$ cat config.mk
export PLATFORM = sky130hd
export DESIGN_NAME = glob_pattern_match_core
export DESIGN_NICKNAME = d
export VERILOG_FILES = /design/src/hdl/gpm_pkg.sv /design/src/hdl/gpm_pattern_store.sv /design/src/hdl/gpm_sequencer.sv /design/src/hdl/glob_pattern_match_core.sv
export SDC_FILE = /design/constraint.sdc
export NUM_CORES = 1
export LEC_CHECK = 0
export ABC_CLOCK_PERIOD_IN_PS = 3990
export BUFFER_PORTS_ARGS = -buffer_cell sky130_fd_sc_hd__clkbuf_2
export CAP_MARGIN = 15
export CORE_UTILIZATION = 55
export CTS_BUF_LIST = sky130_fd_sc_hd__clkbuf_16
export CTS_CLUSTER_DIAMETER = 80
export DETAILED_ROUTE_END_ITERATION = 7
export MAX_ROUTING_LAYER = met4
export PLACE_DENSITY = 0.81
export SETUP_SLACK_MARGIN = 0.5
export SKIP_CTS_REPAIR_TIMING = 1
export SLEW_MARGIN = 20
export SYNTH_ARGS = -nofsm -noshare
export SYNTH_HDL_FRONTEND = slang
export SYNTH_HIERARCHICAL = 1
export SYNTH_SLANG_ARGS = --single-unit
$ cat constraint.sdc
create_clock -name clk -period 3.99 [get_ports clk]
set_input_delay 0.5985 -clock clk [delete_from_list [all_inputs] [get_ports clk]]
set_output_delay 0.5985 -clock clk [all_outputs]
set_load 0.02 [all_outputs]
$ cat src/hdl/gpm_pkg.sv
// ----------------------------------------------------------------------------
// Glob pattern match package
// Shared constants, sequencer states and the result record of the matcher.
// ----------------------------------------------------------------------------
`default_nettype none

package gpm_pkg;

    localparam int CharW               = 8;
    localparam int PosW                = 6;
    localparam int WordW               = 64;
    localparam int CfgWords            = 4;
    localparam int CfgIdxW             = 2;
    localparam int CharsPerWord        = WordW / CharW;
    localparam int StoreCharsMax       = CfgWords * CharsPerWord;
    localparam int PatternCharsDefault = 32;
    localparam int OutDataW            = 8;

    localparam logic [PosW-1:0]  PosMax = 6'd63;

    localparam logic [CharW-1:0] ChNul  = 8'h00;
    localparam logic [CharW-1:0] ChAny  = 8'h3F;
    localparam logic [CharW-1:0] ChStar = 8'h2A;
    localparam logic [CharW-1:0] ChEsc  = 8'h5C;

    typedef enum logic [2:0] {
        S_IDLE,
        S_EVAL,
        S_ESC,
        S_STAR,
        S_STAR_ESC,
        S_EMIT
    } gpm_state_t;

    typedef struct packed {
        logic valid;
        logic matched;
    } gpm_result_t;

endpackage

`default_nettype wire

$ cat src/hdl/gpm_pattern_store.sv
// ----------------------------------------------------------------------------
// Pattern store
// Holds the pattern characters written through the configuration port and
// reads one of them per cycle; positions beyond the store read as NUL.
// ----------------------------------------------------------------------------
`default_nettype none

module gpm_pattern_store #(
    parameter int PATTERN_CHARS = gpm_pkg::PatternCharsDefault
) (
    input  wire logic                        clk,
    input  wire logic                        rst_n,
    input  wire logic                        cfg_we,
    input  wire logic [gpm_pkg::CfgIdxW-1:0] cfg_index,
    input  wire logic [gpm_pkg::WordW-1:0]   cfg_data,
    input  wire logic [gpm_pkg::PosW-1:0]    rd_pos,
    output logic      [gpm_pkg::CharW-1:0]   rd_char
);

    localparam int StoreChars = (PATTERN_CHARS < gpm_pkg::StoreCharsMax) ?
                                PATTERN_CHARS : gpm_pkg::StoreCharsMax;
    localparam int IdxW = $clog2(StoreChars);

    logic [gpm_pkg::CharW-1:0] char_reg [StoreChars];

    for (genvar i = 0; i < StoreChars; i++) begin : g_char
        localparam int WordIdx = i / gpm_pkg::CharsPerWord;
        localparam int ByteIdx = i % gpm_pkg::CharsPerWord;

        always_ff @(posedge clk or negedge rst_n) begin
            if (!rst_n) begin
                char_reg[i] <= '0;
            end
            else if (cfg_we && (cfg_index == gpm_pkg::CfgIdxW'(WordIdx))) begin
                char_reg[i] <= cfg_data[ByteIdx*gpm_pkg::CharW +: gpm_pkg::CharW];
            end
        end
    end

    always_comb begin
        if (rd_pos < gpm_pkg::PosW'(StoreChars)) begin
            rd_char = char_reg[rd_pos[IdxW-1:0]];
        end
        else begin
            rd_char = gpm_pkg::ChNul;
        end
    end

endmodule

`default_nettype wire

$ cat src/hdl/gpm_sequencer.sv
// ----------------------------------------------------------------------------
// Match sequencer
// Steps through the pattern one character per cycle for each name item,
// keeps the star and failure state and raises the verdict on the name's NUL.
// ----------------------------------------------------------------------------
`default_nettype none

module gpm_sequencer (
    input  wire logic                      clk,
    input  wire logic                      rst_n,
    input  wire logic                      in_valid,
    output logic                           in_ready,
    input  wire logic [gpm_pkg::CharW-1:0] in_char,
    output logic      [gpm_pkg::PosW-1:0]  rd_pos,
    input  wire logic [gpm_pkg::CharW-1:0] rd_char,
    input  wire logic                      out_free,
    output gpm_pkg::gpm_result_t           rslt
);

    gpm_pkg::gpm_state_t state_reg, state_next;

    logic [gpm_pkg::CharW-1:0] char_reg, char_next;
    logic [gpm_pkg::PosW-1:0]  pos_reg, pos_next;
    logic [gpm_pkg::CharW-1:0] target_reg, target_next;
    logic                      star_wait_reg, star_wait_next;
    logic                      failed_reg, failed_next;
    logic                      verdict_reg, verdict_next;

    logic                      accept;
    logic                      in_nul;
    logic                      in_hit;
    logic                      c_nul;
    logic                      c_hit;
    logic                      p_skip;
    logic [gpm_pkg::PosW-1:0]  pos_bump;

    assign accept   = in_valid && (state_reg == gpm_pkg::S_IDLE);
    assign in_nul   = (in_char == gpm_pkg::ChNul);
    assign in_hit   = (in_char == target_reg);
    assign c_nul    = (char_reg == gpm_pkg::ChNul);
    assign c_hit    = (char_reg == rd_char);
    assign p_skip   = rd_char inside {gpm_pkg::ChStar, gpm_pkg::ChAny};
    assign pos_bump = (pos_reg == gpm_pkg::PosMax) ? pos_reg : pos_reg + 1'b1;
    assign rd_pos   = pos_reg;

    always_comb begin
        state_next = state_reg;
        case (state_reg)
            gpm_pkg::S_IDLE:
            begin
                if (accept) begin
                    if (failed_reg || star_wait_reg) begin
                        state_next = in_nul ? gpm_pkg::S_EMIT : gpm_pkg::S_IDLE;
                    end
                    else begin
                        state_next = gpm_pkg::S_EVAL;
                    end
                end
            end
            gpm_pkg::S_EVAL:
            begin
                if (rd_char == gpm_pkg::ChStar) begin
                    state_next = gpm_pkg::S_STAR;
                end
                else if (rd_char == gpm_pkg::ChEsc) begin
                    state_next = gpm_pkg::S_ESC;
                end
                else begin
                    state_next = c_nul ? gpm_pkg::S_EMIT : gpm_pkg::S_IDLE;
                end
            end
            gpm_pkg::S_STAR:
            begin
                if (p_skip) begin
                    state_next = gpm_pkg::S_STAR;
                end
                else if (rd_char == gpm_pkg::ChEsc) begin
                    state_next = gpm_pkg::S_STAR_ESC;
                end
                else begin
                    state_next = c_nul ? gpm_pkg::S_EMIT : gpm_pkg::S_IDLE;
                end
            end
            gpm_pkg::S_ESC,
            gpm_pkg::S_STAR_ESC:
            begin
                state_next = c_nul ? gpm_pkg::S_EMIT : gpm_pkg::S_IDLE;
            end
            gpm_pkg::S_EMIT:
            begin
                state_next = out_free ? gpm_pkg::S_IDLE : gpm_pkg::S_EMIT;
            end
            default:
            begin
                state_next = gpm_pkg::S_IDLE;
            end
        endcase
    end

    always_comb begin
        char_next      = char_reg;
        pos_next       = pos_reg;
        target_next    = target_reg;
        star_wait_next = star_wait_reg;
        failed_next    = failed_reg;
        verdict_next   = verdict_reg;
        in_ready       = 1'b0;
        rslt.valid     = 1'b0;
        rslt.matched   = verdict_reg;
        case (state_reg)
            gpm_pkg::S_IDLE:
            begin
                in_ready = 1'b1;
                if (accept) begin
                    char_next    = in_char;
                    verdict_next = 1'b0;
                    if (!failed_reg && star_wait_reg && in_hit) begin
                        star_wait_next = 1'b0;
                        verdict_next   = 1'b1;
                    end
                end
            end
            gpm_pkg::S_EVAL:
            begin
                pos_next = pos_bump;
                if (rd_char == gpm_pkg::ChAny) begin
                    verdict_next = 1'b0;
                end
                else if (rd_char != gpm_pkg::ChStar && rd_char != gpm_pkg::ChEsc) begin
                    verdict_next = c_hit;
                    failed_next  = !c_hit && !c_nul;
                end
            end
            gpm_pkg::S_ESC:
            begin
                pos_next     = pos_bump;
                verdict_next = c_hit;
                failed_next  = !c_hit && !c_nul;
            end
            gpm_pkg::S_STAR:
            begin
                pos_next = pos_bump;
                if (!p_skip && rd_char != gpm_pkg::ChEsc) begin
                    target_next    = rd_char;
                    verdict_next   = c_hit;
                    star_wait_next = !c_hit;
                end
            end
            gpm_pkg::S_STAR_ESC:
            begin
                pos_next       = pos_bump;
                target_next    = rd_char;
                verdict_next   = c_hit;
                star_wait_next = !c_hit;
            end
            gpm_pkg::S_EMIT:
            begin
                if (out_free) begin
                    rslt.valid     = 1'b1;
                    pos_next       = '0;
                    target_next    = gpm_pkg::ChNul;
                    star_wait_next = 1'b0;
                    failed_next    = 1'b0;
                end
            end
            default:
            begin
                in_ready = 1'b0;
            end
        endcase
    end

    always_ff @(posedge clk or negedge rst_n) begin
        if (!rst_n) begin
            state_reg     <= gpm_pkg::S_IDLE;
            pos_reg       <= '0;
            target_reg    <= '0;
            star_wait_reg <= 1'b0;
            failed_reg    <= 1'b0;
        end
        else begin
            state_reg     <= state_next;
            pos_reg       <= pos_next;
            target_reg    <= target_next;
            star_wait_reg <= star_wait_next;
            failed_reg    <= failed_next;
        end
    end

    always_ff @(posedge clk) begin
        char_reg    <= char_next;
        verdict_reg <= verdict_next;
    end

`ifndef SYNTHESIS
    a_clear_after_verdict: assert property (@(posedge clk) disable iff (!rst_n)
        rslt.valid |=> (pos_reg == '0) && !failed_reg && !star_wait_reg)
        else $error("match state not cleared after a verdict");

    a_fail_excludes_star: assert property (@(posedge clk) disable iff (!rst_n)
        !(failed_reg && star_wait_reg))
        else $error("failure and star wait set together");

    a_pos_forward: assert property (@(posedge clk) disable iff (!rst_n)
        !rslt.valid |=> pos_reg >= $past(pos_reg))
        else $error("pattern position moved backwards without a verdict");

    a_pending_holds: assert property (@(posedge clk) disable iff (!rst_n)
        (state_reg == gpm_pkg::S_EMIT) && !out_free |=> $stable(verdict_reg))
        else $error("pending verdict changed while stalled");
`endif

endmodule

`default_nettype wire

$ cat src/hdl/glob_pattern_match_core.sv
// ----------------------------------------------------------------------------
// Glob pattern match core
// Matches a NUL-terminated stream of name characters against a stored glob
// pattern and gives one verdict item per name.
// ----------------------------------------------------------------------------
// A name character is normally first accepted and then compared with the
// pattern character at the current position. An escaped pattern character
// adds a further compare state, and a star walks over pattern characters to
// find its target, since the single pattern read port is stepped one
// character per cycle. While a star waits for its target, or after a
// mismatch, a character is handled in the accept state alone. The name's
// NUL passes the verdict through the emit state to the output register,
// which holds it until taken while the next name is already being accepted.
`default_nettype none

module glob_pattern_match_core #(
    parameter int PATTERN_CHARS = gpm_pkg::PatternCharsDefault
) (
    input  wire logic                           clk,
    input  wire logic                           rst_n,
    input  wire logic                           cfg_we,
    input  wire logic [gpm_pkg::CfgIdxW-1:0]    cfg_index,
    input  wire logic [gpm_pkg::WordW-1:0]      cfg_data,
    input  wire logic                           s_tvalid,
    output logic                                s_tready,
    // Bits 7:0 name_char.
    input  wire logic [gpm_pkg::CharW-1:0]      s_tdata,
    output logic                                m_tvalid,
    input  wire logic                           m_tready,
    // Bit 0 matched, bits 7:1 zero.
    output logic      [gpm_pkg::OutDataW-1:0]   m_tdata
);

    logic [gpm_pkg::PosW-1:0]  rd_pos;
    logic [gpm_pkg::CharW-1:0] rd_char;
    logic                      out_free;
    gpm_pkg::gpm_result_t      rslt;

    logic m_valid_reg, m_valid_next;
    logic m_match_reg, m_match_next;

    gpm_pattern_store #(
        .PATTERN_CHARS(PATTERN_CHARS)
    ) u_store (
        .clk      (clk),
        .rst_n    (rst_n),
        .cfg_we   (cfg_we),
        .cfg_index(cfg_index),
        .cfg_data (cfg_data),
        .rd_pos   (rd_pos),
        .rd_char  (rd_char)
    );

    gpm_sequencer u_seq (
        .clk     (clk),
        .rst_n   (rst_n),
        .in_valid(s_tvalid),
        .in_ready(s_tready),
        .in_char (s_tdata),
        .rd_pos  (rd_pos),
        .rd_char (rd_char),
        .out_free(out_free),
        .rslt    (rslt)
    );

    assign out_free = !m_valid_reg || m_tready;

    always_comb begin
        m_valid_next = m_valid_reg;
        m_match_next = m_match_reg;
        if (rslt.valid) begin
            m_valid_next = 1'b1;
            m_match_next = rslt.matched;
        end
        else if (m_tready) begin
            m_valid_next = 1'b0;
        end
    end

    always_ff @(posedge clk or negedge rst_n) begin
        if (!rst_n) begin
            m_valid_reg <= 1'b0;
        end
        else begin
            m_valid_reg <= m_valid_next;
        end
    end

    always_ff @(posedge clk) begin
        m_match_reg <= m_match_next;
    end

    assign m_tvalid = m_valid_reg;
    assign m_tdata  = {(gpm_pkg::OutDataW - 1)'(0), m_match_reg};

endmodule

`default_nettype wire
======== After elaboration in Yosys (flattened, before gate mapping) ========
Index checks and enable logic that the tools add are counted.
storage, ports and cells
  flip-flop bits (word level) ............. 286
  output and inout port bits .............. 10
  logic and storage cells ................. 144
operators by class
  add/subtract/negate cells ............... 1
  $lt $le $gt $ge ......................... 2
  eq/ne operators ......................... 24
  mux-type cells .......................... 39
  bitwise logic cells ..................... 1
  reductions and logical operators ........ 36
operators by type and width
  operator                                                               count
  8-bit binary-select mux with 5-bit select                              1
  8-bit two-way mux                                                      5
  3-bit two-way mux                                                      9
  8-bit one-hot mux with 3 select lines                                  1
  8-bit by 6-bit equality test with 1-bit output, second input constant  2
  8-bit equality test                                                    2
  8-bit logical NOT                                                      2
  1-bit two-way mux                                                      16
  3-bit one-hot mux with 5 select lines                                  1
  6-bit two-way mux                                                      2
  6-bit one-hot mux with 2 select lines                                  1
  1-bit logical AND                                                      10
  8-bit by 7-bit equality test with 1-bit output, second input constant  1
  2-bit by 1-bit != test with 1-bit output, second input constant        4
  8-bit by 6-bit != test with 1-bit output, second input constant        1
  8-bit by 7-bit != test with 1-bit output, second input constant        1
  1-bit one-hot mux with 4 select lines                                  2
  4-bit AND reduction                                                    2
  4-bit nonzero test                                                     2
  6-bit by 1-bit adder with 6-bit output, second input constant          1
  3-bit by 2-bit equality test with 1-bit output, second input constant  2
  3-bit equality test, second input constant                             2
  6-bit equality test, second input constant                             1
  6-bit greater-or-equal comparator, second input constant               1
  19 further kinds                                                       31

======== Depth between registers and ports, before layout ========
  word-level depth ........................ 11
  gate-level depth with buffers ........... 13
  depth with buffers taken out ............ 9

======== Hierarchy ========
Netlist, hierarchy kept.
by module, submodules not included
  module                   times used  cells an instance  area an instance (sq um)
  gpm_pattern_store        1           704                11702.5
  gpm_sequencer            1           182                1770.4
  glob_pattern_match_core  1           13                 141.4

======== Worst setup path after synthesis ========
Ideal clock, no wire load.
  kind .................................... flip-flop to flip-flop
  start ................................... register u_seq.pos_reg (netlist bit u_seq/rd_pos[1])
  end ..................................... register u_seq.star_wait_reg
  library setup time ...................... 0.128 ns
  data arrival time ....................... 2.962 ns
  data required time ...................... 3.862 ns
  setup slack ............................. 0.901 ns
  cell stages (with the launch flop) ...... 11
  buffers on the path ..................... 2
  path through ............................ dfrtp_1 > buf_6 > buf_12 > mux4_1 > a22oi_1 > a31oi_1 > or3_4 > a211oi_4 > o32ai_1 > o221ai_2 > mux2_1
on the way
  word-level cells in the longest chain between the ends .. 11
  elaborated cells between the ends (all ways) .. 18
RTL lines
  item                                                       RTL line                       RTL
  from (decl)                                                gpm_sequencer.sv:23            logic [gpm_pkg::PosW-1:0] pos_reg, pos_next;
  from (signal assigned)                                     gpm_sequencer.sv:183           pos_reg <= pos_next;
  5-bit inverter with 6-bit output (implied by the code)     gpm_pattern_store.sv:42        rd_char = char_reg[rd_pos[IdxW-1:0]];
  8-bit binary-select mux with 5-bit select                  gpm_pattern_store.sv:42
  8-bit two-way mux (implied by the code) (2 in series)      gpm_pattern_store.sv:42
  8-bit two-way mux (*)                                      gpm_pattern_store.sv:41        if (rd_pos < gpm_pkg::PosW'(StoreChars)) begin
  net rd_char, one bit                                       glob_pattern_match_core.sv:35  logic [gpm_pkg::CharW-1:0] rd_char;
  8-bit by 6-bit equality test with 1-bit output             gpm_sequencer.sv:42            assign p_skip = rd_char inside {gpm_pkg::ChStar, gpm_pkg::ChAny};
  2-bit nonzero test                                         gpm_sequencer.sv:42
  1-bit logical NOT                                          gpm_sequencer.sv:143           if (!p_skip && rd_char != gpm_pkg::ChEsc) begin
  1-bit logical AND                                          gpm_sequencer.sv:143
  2-bit by 1-bit != test with 1-bit output (no source line)  n/a
  5-bit AND reduction (no source line)                       n/a
  to (signal assigned)                                       gpm_sequencer.sv:185           star_wait_reg <= star_wait_next;
  to (decl)                                                  gpm_sequencer.sv:25            logic star_wait_reg, star_wait_next;
Mark *: on every way through the listed nets, which the timed path passes. The rest lies on a longest branch. The select of a mux whose other input is x is not followed.
A chain may end at the register's enable or synchronous reset.

======== Worst setup path in the final report ========
Ends and elaborated chain as after synthesis.

==> results by group <==
Logic synthesis
  • Mapped Cells: 899
  • Mapped cell area: 13,600 sq um
  • Top cell type's share of synthesized area: 0.507
  • Leading post-synthesis cells by cell area: dfrtp_1 51%, mux2_2 21%, mux4_1 5.4%
  • Area leader, netlist: dfrtp_1
  • Syn Area/Cell: 15.1 sq um
  • Post-synth EDFFs: 10
  • Synth Register Bits: 286
  • Synthesis Warnings: 6
  • Post-synth top flop: dfrtp_1
  • Seq/Total Area, Yosys: 0.529
  • Synth cell types: 70
  • Asr flop ratio synth: 0.965
  • Most numerous cell in the Yosys netlist: dfrtp_1
  • Post-synth top cells: 276 x dfrtp_1, 256 x mux2_2, 36 x mux2i_1, 28 x mux4_1, 28 x mux4_2

Clock network
  • CTS sink cnt: 286
  • Htree depth: 1
  • CTS root buffer: clkbuf_16
  • CTS tree: built
  • Total CTS buffers: 30
  • Clock latency on the worst-skew pair: 570 ps
  • Max clock buf depth: 3
  • CTS clock-pin slew for the worst setup and hold paths: 60 ps

Global route
  • Largest net degree at the start of global routing: 112
  • Grt ovf: 0
  • Initial antenna violation count: 1
  • All-Layer GR Usage: 0.248
  • First-pass GRT wire length: 47.9 mm
  • Vias in the first global route: 8,557

Die
  • Die Area: 25,400 sq um
  • # IOs: 89
  • Initial Utilization: 0.560
  • Core ar.: 24,300 sq um
  • Die W: 159 um
  • Die Height: 159 um
  • Row count: 57

Min path
  • Hold Path Class: in2async

Finish
  • Layout overhead on the synthesized area: 13.1%
  • Share of layout cells above drive strength 1: 0.464
  • Max FFs per register: 256
  • Final net count: 1,071
  • Final Util: 0.633

Placement
  • Final GP Congestion: 0.896
  • IO Port Bufs: 81
  • Hpwl dp: 19.1 mm

Power and ir drop
  • Pwr Density: 482 nW/um^2
  • Reported net switching power: 1.86 mW
  • Comb power frac: 0.152
  • Total Power: 7.42 mW
  • Peak VDD IR: 0.000368 V
  • Net Sw Frac: 0.250
  • Seq pwr share: 0.497
  • Int Pwr: 5.56 mW
  • LEAKAGE: 6.42 nW
  • Clock Power Share: 0.352

Run
  • MaxCap Viol Count: 0

Drt
  • WL final: 29.6 mm
  • Vias post-DR: 8,130
  • DR WL/cell: 22.1 um
  • DR iter-0 viols: 654
  • Routed vias/inst: 6.07
  • Number of remaining DRC errors: 0
  • TritonRoute pass-1 iters: 5
  • Final ANT Viol Nets: 0

Timing
  • Slew headroom: 0.288
  • Slew @ Worst Pin: 1070 ps
  • Final worst-path cycle share: 0.834
  • RSZ-0062 raised after global routing: no
  • Crit path time final: 3330 ps
  • Final hold vios: 0
  • Final Max Tran Viols: 0
  • Worst Skew: 20.8 ps
  • Max Fclk: 300 MHz
  • TNS Setup: 0 ps
  • Final setup viols: 0

Outcome
  • Status: finished, final reports clean

Worst setup path
  • CP endpoint kind: flip-flop
  • Worst EP required: 4430 ps
  • Crit-path slowest cell: dfrtp_4
  • Setup crit start kind: flip-flop
  • Crit-path max cell delay: 540 ps
  • Worst Path Class, Setup: reg2reg
  • Critical path cell sequence: buf_12, mux4_2, a22oi_1, a31oi_1, or3_4, a211oi_4, o32ai_1, o221ai_2, mux2_1
  • Crit-path max FO: 18
  • Arr. time, crit path: 3770 ps
## worst paths after layout
path / start / to / slack (ps) / depth (start not counted)
worst max-delay path: u_seq/rd_pos[1] / u_seq/star_wait_reg / 660 / 9
worst max register to register: u_seq/rd_pos[1] / u_seq/star_wait_reg / 660 / 9
worst min register to register: u_seq/verdict_reg / m_match_reg / 410 / 0
max in group asynchronous: rst_n / u_store/char_reg[196] / 2840 / 2
min in group clk: s_tdata[4] / u_seq/char_reg[4] / 270 / 1
worst min-delay path: rst_n / u_seq/target_reg[7] / 120 / 1
## power groups by stage
stage	clock network, mW	registers (mW)	logic, mW
2_1_floorplan	0	3.61	0.844
3_3_place_gp	0	3.70	1.06
3_5_place_dp	0	3.73	1.11
4_1_cts	2.65	3.69	1.12
5_1_grt	2.78	3.74	1.22
6_report	2.61	3.69	1.13
## routing by layer
layer,global-route usage,wire (um),share of wire,vias to the layer above
met5,-,0,0,-
met4,0.0603,620,0.021,0
met3,0.0354,1420,0.048,48
met2,0.396,14500,0.49,230
met1,0.338,13000,0.44,4249
li1,-,-,-,3603
## stage by stage
| stage | cell area [sq um] | hold WS, ps | setup WS (ps) | std cells |
|---|---|---|---|---|
| after floorplan | 13600 | 303 | 901 | 905 |
| after global placement | 14300 | 411 | 506 | 1273 |
| after detailed placement | 14300 | 408 | 387 | 1273 |
| after CTS | 15200 | 157 | 377 | 1329 |
| after global routing | 15400 | 199 | 515 | 1340 |
| final | 15400 | 121 | 662 | 1340 |
## logic make-up after synthesis
kind of cell / share of synthesized area
AOI/OAI and AO/OA: 0.0461
xor gates and xnor gates: 0.0103
buffers and inverters: 0.0369
and+or+nand+nor: 0.0357
DFF: 0.529
muxes: 0.341
adders and majority gates: 0.000919
other: 0.000275
## cells in the final DEF, fill, tap and decap left out, drive strengths merged, types with 3 or more instances in the layout
cell type | Yosys | final
clkbuf | 15 | 112
nand2 | 21 | 21
dfrtp | 276 | 276
or3 | 3 | 3
conb | 1 | 7
nor2b | 4 | 4
nand3b | 3 | 3
a22oi | 8 | 8
nor4 | 5 | 5
o21ai | 22 | 22
mux2i | 36 | 36
clkinv | 0 | 16
xnor2 | 16 | 16
a221o | 9 | 9
nor2 | 9 | 9
edfxtp | 10 | 10
nand2b | 6 | 6
nor3 | 4 | 4
mux4 | 56 | 56
inv | 16 | 24
nand3 | 16 | 16
a221oi | 8 | 8
mux2 | 258 | 258
a21oi | 5 | 5
nand4 | 6 | 6
buf | 47 | 36
a31oi | 9 | 9
## worst max-delay path: cells and delay by family, from the launching register on
family / cells / cell delay [ps]
AOI/OAI and AO/OA: 5 / 1100
muxes: 2 / 890
DFF: 1 / 540
and+or+nand+nor: 1 / 460
buffers and inverters: 1 / 210
## cell type report
class | count | area [sq um]
flip-flops and latches | 286 | 7210
multi-input cells | 540 | 5960
repair buffers | 117 | 823
clock inverters | 25 | 155
diodes | 1 | 2.50
clock buffers | 31 | 776
fillers | 1749 | 8920
well taps | 324 | 405
inverters | 16 | 60.1
No activity file was read; power rests on OpenSTA's default activity.
